**src/rtl/core/hpt_pkg.sv**
```systemverilog
// ----------------------------------------------------------------------------
// hpt_pkg
// Widths, constants, types and helpers of the homogeneous point transform.
// ----------------------------------------------------------------------------
package hpt_pkg;

    // fixed point format
    localparam int FRAC_BITS = 16;
    localparam int COORD_W   = 32;

    // matrix register file
    localparam int NUM_REGS  = 8;
    localparam int CFG_IDX_W = $clog2(NUM_REGS);
    localparam int CFG_W     = 2 * COORD_W;

    // datapath widths
    localparam int PROD_W = 2 * COORD_W;           // one entry times one coordinate
    localparam int SUM_W  = PROD_W + 2;            // three products, exact
    localparam int COL_W  = SUM_W - FRAC_BITS + 1; // rescaled sum plus row-3 term
    localparam int NUM_W  = COL_W + FRAC_BITS;     // |v| scaled up for the divide
    localparam int HI_W   = NUM_W - COORD_W;       // dividend bits above the quotient

    // lanes and pipeline depth
    localparam int NUM_LANES = 3;
    localparam int NUM_COLS  = 4;
    localparam int DIV_STEPS = COORD_W;
    localparam int COL_LAT   = 3;
    localparam int DIV_LAT   = DIV_STEPS + 2;
    localparam int VLD_LEN   = COL_LAT + 1 + DIV_LAT;
    localparam int PIPE_LAT  = VLD_LEN + 1;

    // saturation limits
    localparam logic signed [COORD_W-1:0] S32_MAX = {1'b0, {(COORD_W-1){1'b1}}};
    localparam logic signed [COORD_W-1:0] S32_MIN = {1'b1, {(COORD_W-1){1'b0}}};
    localparam logic signed [COL_W-1:0]   COL_MAX = COL_W'(S32_MAX);
    localparam logic signed [COL_W-1:0]   COL_MIN = COL_W'(S32_MIN);
    localparam logic signed [COL_W-1:0]   COL_ONE = COL_W'(1) << FRAC_BITS;

    // identity matrix after reset
    localparam logic [CFG_W-1:0] ONE_LO = CFG_W'(1) << FRAC_BITS;
    localparam logic [CFG_W-1:0] ONE_HI = ONE_LO << COORD_W;
    localparam logic [CFG_W-1:0] CFG_RESET [NUM_REGS] = '{
        ONE_LO, CFG_W'(0), ONE_HI, CFG_W'(0),
        CFG_W'(0), ONE_LO, CFG_W'(0), ONE_HI
    };

    typedef struct packed {
        logic signed [COORD_W-1:0] x_in;
        logic signed [COORD_W-1:0] y_in;
        logic signed [COORD_W-1:0] z_in;
    } t_point;

    typedef struct packed {
        logic signed [COORD_W-1:0] x_out;
        logic signed [COORD_W-1:0] y_out;
        logic signed [COORD_W-1:0] z_out;
        logic                      w_zero;
        logic                      saturated;
    } t_result;

    typedef struct packed {
        logic                      sat;
        logic signed [COORD_W-1:0] val;
    } t_sat32;

    // one coordinate as a divider lane delivers it
    typedef struct packed {
        logic signed [COORD_W-1:0] coord;
        logic                      sat;
    } t_lane_res;

    // clamp a column value to signed 32 bits
    function automatic t_sat32 sat32(input logic signed [COL_W-1:0] v);
        t_sat32 s;
        if (v > COL_MAX) begin
            s.val = S32_MAX;
            s.sat = 1'b1;
        end else if (v < COL_MIN) begin
            s.val = S32_MIN;
            s.sat = 1'b1;
        end else begin
            s.val = COORD_W'(v);
            s.sat = 1'b0;
        end
        return s;
    endfunction

    // register holding matrix entry (row, col): two columns per register
    function automatic logic [CFG_IDX_W-1:0] reg_index(input int row, input int col);
        return CFG_IDX_W'(2 * row + col / 2);
    endfunction

endpackage

```
**src/rtl/core/hpt_merge.sv**
```systemverilog
// ----------------------------------------------------------------------------
// hpt_merge
// Combines the three coordinate lanes into one result item and registers it.
// ----------------------------------------------------------------------------
module hpt_merge import hpt_pkg::*; (
    input  logic      i_clk,
    input  logic      i_rst_n,
    input  logic      i_valid,
    input  logic      i_wz,
    input  t_lane_res i_res [NUM_LANES],
    output logic      o_valid,
    output t_result   o_result
);

    logic    r_valid;
    t_result r_result;

    // strobe
    always_ff @(posedge i_clk) begin
        if (!i_rst_n) begin
            r_valid <= 1'b0;
        end else begin
            r_valid <= i_valid;
        end
    end

    // payload: any clipped coordinate flags the item
    always_ff @(posedge i_clk) begin
        r_result.x_out     <= i_res[0].coord;
        r_result.y_out     <= i_res[1].coord;
        r_result.z_out     <= i_res[2].coord;
        r_result.w_zero    <= i_wz;
        r_result.saturated <= i_res[0].sat | i_res[1].sat | i_res[2].sat;
    end

    assign o_valid  = r_valid;
    assign o_result = r_result;

endmodule

```
**config.mk**
```make
export PLATFORM = sky130hd
export DESIGN_NAME = hpt_merge
export DESIGN_NICKNAME = d
export VERILOG_FILES = /design/src/rtl/core/hpt_pkg.sv /design/src/rtl/core/hpt_merge.sv
export SDC_FILE = /design/constraint.sdc
export NUM_CORES = 1
export LEC_CHECK = 0
export ABC_AREA = 1
export BUFFER_PORTS_ARGS = -buffer_cell sky130_fd_sc_hd__buf_2
export CORE_MARGIN = 5
export CORE_UTILIZATION = 25
export CTS_BUF_LIST = sky130_fd_sc_hd__clkbuf_8
export DETAILED_ROUTE_END_ITERATION = 8
export PLACE_DENSITY = 0.68
export SETUP_SLACK_MARGIN = 0.1
export SLEW_MARGIN = 25
export SYNTH_ARGS = -nofsm -noshare
export SYNTH_HDL_FRONTEND = slang
export SYNTH_SLANG_ARGS = --single-unit
```
**constraint.sdc**
```tcl
create_clock -name i_clk -period 1 [get_ports i_clk]
set_input_delay 0.25 -clock i_clk [delete_from_list [all_inputs] [get_ports i_clk]]
set_output_delay 0.25 -clock i_clk [all_outputs]
set_load 0.05 [all_outputs]
```
==> results of run 1 <==
==> per-layer routing <==
metal,up-vias,track usage [%]
met5,-,0
met4,0,5.46
met3,2,7.36
met2,129,31.3
met1,885,14.3
li1,920,-
==> registers in the layout, indices dropped and copies added, names as in the netlist <==
| name | cells |
|---|---|
| o_result | 98 |
| o_valid | 1 |
==> layout make-up <==
type,instances,area share [%]
diodes,1,0.0471
clock buffers,9,2.33
clock inverters,6,1.22
inverters,2,0.141
multi-input cells,3,0.212
flip-flops and latches,99,39.6
well taps,102,2.40
repair buffers,292,54.0
==> synth_stat cells <==
cell	count	area, sq um
nand2_1	2	7.51
nor2_1	1	3.75
inv_1	2	7.51
dfxtp_1	99	1980
==> kinds of logic (layout without fill, tap and decap cells) <==
family,Yosys count,in the layout,synth area share (%)
flops,99,99,99.1
simple gates,3,3,0.563
buf+inv,2,309,0.375
other cells,0,1,0
==> what timing repair did <==
action,in CTS,in global routing
gates resized for setup,366,21
endpoints found under the hold margin,89,2
pin swaps,0,0
hold buffers,89,2
setup endpoints to repair,99,99
==> metrics by stage <==
stage,setup slack [ns],hold WS (ns),instances
2_1_floorplan,0.163,0.278,104
3_3_place_gp,0.165,0.352,407
3_5_place_dp,0.166,0.354,407
4_1_cts,-0.128,0.000629,511
5_1_grt,-0.152,0.000315,513
6_report,-0.104,0.0253,514
==> final timing paths <==
| check | to | slack (ns) | start | cells after the start |
|---|---|---|---|---|
| max | o_result[19] | -0.10 | o_result[19] | 1 |
| min | o_result[65] | 0.03 | i_res[65] | 1 |
==> report_power, final <==
group | total (mW) | internal [mW] | switching (mW) | leakage, nW
Sequential | 4.34 | 4.20 | 0.141 | 0.836
Clock | 2.47 | 1.15 | 1.32 | 0.0959
Combinational | 1.87 | 0.908 | 0.963 | 1.52
==> cell usage in the layout (no fill, tap or decap), drive strengths merged, types with 2 or more instances in the layout <==
master         n
dfxtp         99
clkinv         2
inv            4
nand2          2
clkbuf         9
buf          201
dlygate4sd3   91
==> results.sh, run 1 <==
export IMPL_crit_chain="buf_8"
export IMPL_power_mw=8.68
export IMPL_rows=32
export IMPL_fp_dieW_microns=99.5
export IMPL_report_final_slew_viol_count=0
export IMPL_drive_gt1_share_pct=76.6
export IMPL_ctsRootBufferMaster="clkbuf_8"
export IMPL_start_kind="flop"
export IMPL_wl_mm=8.25
export IMPL_syn_area_sq_um=2000
export IMPL_multiInputGateArea_sq_um=11.3
export IMPL_initial_core_util_pct=25.8
export IMPL_regArea_sq_um=2110
export IMPL_port_buffers=201
export IMPL_cts_tree="yes"
export IMPL_hp_class="primary input to flop"
export IMPL_wl_met2_mm=4.80
export IMPL_grt_max_degree=17
export IMPL_worst_pin_slew_ns=0.114
export IMPL_area_growth_pct=166
export IMPL_ant_nets=0
export IMPL_violations="negative setup slack"
export IMPL_vdd_ir_drop_worst_mv=0.898
export IMPL_clock_tree_buffer_depth=2
export IMPL_die_h_microns=99.5
export IMPL_cp_top_family="flip-flops"
export IMPL_rsz0062_at_grt="yes"
export IMPL_path_clk_slew_ns=0.09
export IMPL_cts_made_buffers=9
export IMPL_crit_type="flop to primary output"
export IMPL_pin_count=202
export IMPL_hpwl_mm=4.64
export IMPL_arrival_ns=0.85
export IMPL_viasPerCell=3.77
export IMPL_grt_pass1_vias=2263
export IMPL_synth_warnings=0
export IMPL_worstPathRequired_ns=0.75
export IMPL_cts_setup_buffers=0
export IMPL_syn_area_per_cell_sq_um=19.2
export IMPL_postSynthCellCount=104
export IMPL_ys_types=4
export IMPL_period_minus_slack_ns=1.10
export IMPL_tns_ns=-7.77
export IMPL_met3_length_microns=898
export IMPL_hold_viol_final=0
export IMPL_cpPeakStageDelay_ns=0.36
export IMPL_fin_ws_ns=-0.104
export IMPL_max_cap_violations=0
export IMPL_met1Wirelength_mm=2.52
export IMPL_p_leak_nw=2.45
export IMPL_h_tree_depth=3
export IMPL_finalInstanceArea_sq_um=5320
export IMPL_synth_seq_cells=99
export IMPL_maxUsedRoutingLayer="met4"
export IMPL_ys_seq_area_share_pct=99.1
export IMPL_max_slew_margin_pct=92.4
export IMPL_status="complete, but fails checks"
export IMPL_synth_nets=207
export IMPL_crit_slowest_cell="dfxtp_2"
export IMPL_nets=510
export IMPL_grt_usage_pct=16.0
export IMPL_via_count=1936
export IMPL_utilization_pct=68.5
export IMPL_grt_pass1_wl_mm=11.9
export IMPL_critPathCaptureType="primary output"
export IMPL_clock_sinks=99
export IMPL_gp_congestion=0.781
export IMPL_dieArea_sq_um=9890
export IMPL_power_density_nw_per_um2=1630
export IMPL_core_area_sq_um=7770
export IMPL_antenna_found_initial=0
export IMPL_finalCritPeriodShare_pct=110
export IMPL_wl_per_cell_microns=16.0
export IMPL_overflow=0
export IMPL_drc_errors=0
export IMPL_drt_initial_drc_count=18
export IMPL_setup_viol=99
export IMPL_cp_max_fo=1
export IMPL_fmax_mhz=906
export IMPL_firstDrtPassIters=4
export IMPL_fillers=509
export IMPL_placed_area_sq_um=3130
export IMPL_cp_num_buf_inv=1
No activity file was read; power rests on OpenSTA's default activity.
==> run 2: changes to the inputs <==
- CORE_UTILIZATION: 25 -> 38
- PLACE_DENSITY: 0.68 -> 0.93
==> results.sh, run 2 <==
export IMPL_clock_sinks=99
export IMPL_initial_core_util_pct=39.2
export IMPL_yosys_top_cells_count="99 x dfxtp_1, 2 x inv_1, 2 x nand2_1, 1 x nor2_1"
export IMPL_rows=26
export IMPL_postSynthCellCount=104
export IMPL_ctsRootBufferMaster="clkbuf_8"
export IMPL_synth_warnings=0
export IMPL_cts_setup_buffers=0
export IMPL_error="[ERROR DPL-0038] Utilization greater than 100%, impossible to legalize"
export IMPL_h_tree_depth=3
export IMPL_pin_count=202
export IMPL_synth_seq_cells=99
export IMPL_hpwl_mm=4.66
export IMPL_crit_endpoint="o_result[11]"
export IMPL_cts_made_buffers=9
export IMPL_placed_area_sq_um=3090
export IMPL_syn_area_per_cell_sq_um=19.2
export IMPL_fp_dieW_microns=82.6
export IMPL_status="stopped before the end"
export IMPL_synth_area_leaders="dfxtp_1 99%, inv_1 0.38%, nand2_1 0.38%, nor2_1 0.19%"
export IMPL_synthArstFlopShare_pct=0
export IMPL_yosysTopAreaCell="dfxtp_1"
export IMPL_syn_area_sq_um=2000
export IMPL_worstEpCategory="top-level output"
export IMPL_placed_cells=375
export IMPL_die_h_microns=82.6
export IMPL_port_buffers=201
export IMPL_ys_flop_type="dfxtp_1"
export IMPL_synth_nets=207
export IMPL_lastStage="global routing (5_1_grt)"
export IMPL_yosysMostFrequentCell="dfxtp_1"
export IMPL_clock_tree_buffer_depth=2
export IMPL_grt_max_degree=16
export IMPL_gp_congestion=0.824
export IMPL_ys_seq_area_share_pct=99.1
export IMPL_synth_top_area_share_pct=99.1
export IMPL_synth_edf_count=0
export IMPL_ys_types=4
-- run 2: cell counts after synthesis --
Identical to the previous run, type by type.
-- run 2: repair_timing --
action                                 4_1_cts
endpoints found under the hold margin       49
gates resized for setup                    370
hold buffers                                49
setup endpoints to repair                   99
-- run 2: kinds of logic after synthesis --
kind of cell  after synthesis  share of synthesized area [%]
buf+inv                     2                          0.375
flops                      99                           99.1
simple gates                3                          0.563
-- run 2: through the flow --
step	setup slack, ns	hold slack [ns]
4_1_cts	-0.0981	0.0000814
3_5_place_dp	0.181	0.354
3_3_place_gp	0.192	0.352
2_1_floorplan	0.163	0.278
==> run 3: changes to the inputs <==
- CORE_UTILIZATION: 38 -> 36
- CTS_BUF_LIST: sky130_fd_sc_hd__clkbuf_8 -> not set
- PLACE_DENSITY: 0.93 -> not set
- PLACE_DENSITY_LB_ADDON: not set -> 0.15
- SETUP_SLACK_MARGIN: 0.1 -> not set
==> results.sh, run 3 <==
export IMPL_synth_area_leaders="dfxtp_1 99%, inv_1 0.38%, nand2_1 0.38%, nor2_1 0.19%"
export IMPL_syn_area_sq_um=2000
export IMPL_lastStage="global routing (5_1_grt)"
export IMPL_crit_endpoint="o_result[68]"
export IMPL_postSynthCellCount=104
export IMPL_yosysMostFrequentCell="dfxtp_1"
export IMPL_yosys_area_share_simple_pct=0.563
export IMPL_fp_dieW_microns=84.6
export IMPL_synth_nets=207
export IMPL_synth_seq_cells=99
export IMPL_synth_top_family_by_area="simple AND/OR/NAND/NOR gates"
export IMPL_hpwl_mm=4.59
export IMPL_port_buffers=201
export IMPL_gp_congestion=0.759
export IMPL_ys_seq_area_share_pct=99.1
export IMPL_clock_tree_buffer_depth=2
export IMPL_grt_max_degree=15
export IMPL_synthArstFlopShare_pct=0
export IMPL_yosys_area_share_adder_pct=0
export IMPL_grt_usage_pct=67.5
export IMPL_yosys_top_cells_count="99 x dfxtp_1, 2 x inv_1, 2 x nand2_1, 1 x nor2_1"
export IMPL_synth_edf_count=0
export IMPL_overflow=66
export IMPL_antenna_found_initial=3
export IMPL_synth_top_area_share_pct=99.1
export IMPL_ys_types=4
export IMPL_synth_area_mux_share_pct=0
export IMPL_worstEpCategory="top-level output"
export IMPL_cts_made_buffers=9
export IMPL_error="[ERROR GRT-0232] Routing congestion too high. Check the congestion heatmap in the GUI."
export IMPL_yosysTopAreaCell="dfxtp_1"
export IMPL_h_tree_depth=3
export IMPL_pin_count=202
export IMPL_synth_xor_area_share_pct=0
export IMPL_initial_core_util_pct=36.8
export IMPL_synth_warnings=0
export IMPL_ctsRootBufferMaster="clkbuf_8"
export IMPL_placed_cells=377
export IMPL_placed_area_sq_um=3100
export IMPL_syn_area_per_cell_sq_um=19.2
export IMPL_synth_compound_gate_area_share_pct=0
export IMPL_die_h_microns=84.6
export IMPL_ys_flop_type="dfxtp_1"
export IMPL_clock_sinks=99
export IMPL_rows=27
export IMPL_status="stopped before the end"
## run 3: cell counts after synthesis
No cell type changed its count.
## run 3: cells by family after synthesis
kind of cell           Yosys count
buffers and inverters            2
DFF                             99
and+or+nand+nor                  3
## run 3: what timing repair did
action | 4_1_cts
gates cloned | 0
setup buffers | 0
hold buffers | 71
pin swaps | 0
setup endpoints to repair | 99
resized for setup | 370
endpoints found under the hold margin | 71
## run 3: through the flow
step	setup WS [ns]	utilization, %	TNS (ns)
after detailed placement	0.186	56.9	0
after global placement	0.184	56.9	0
after floorplan	0.163	-	0
after CTS	-0.0984	92.5	-8.00
## run 3: routing by layer
| layer | global-route usage (%) | GRT overflow |
|---|---|---|
| met4 | 74.2 | 38 |
| met1 | 66.3 | 0 |
| met5 | 4.20 | 0 |
| met3 | 48.7 | 0 |
| met2 | 85.7 | 28 |
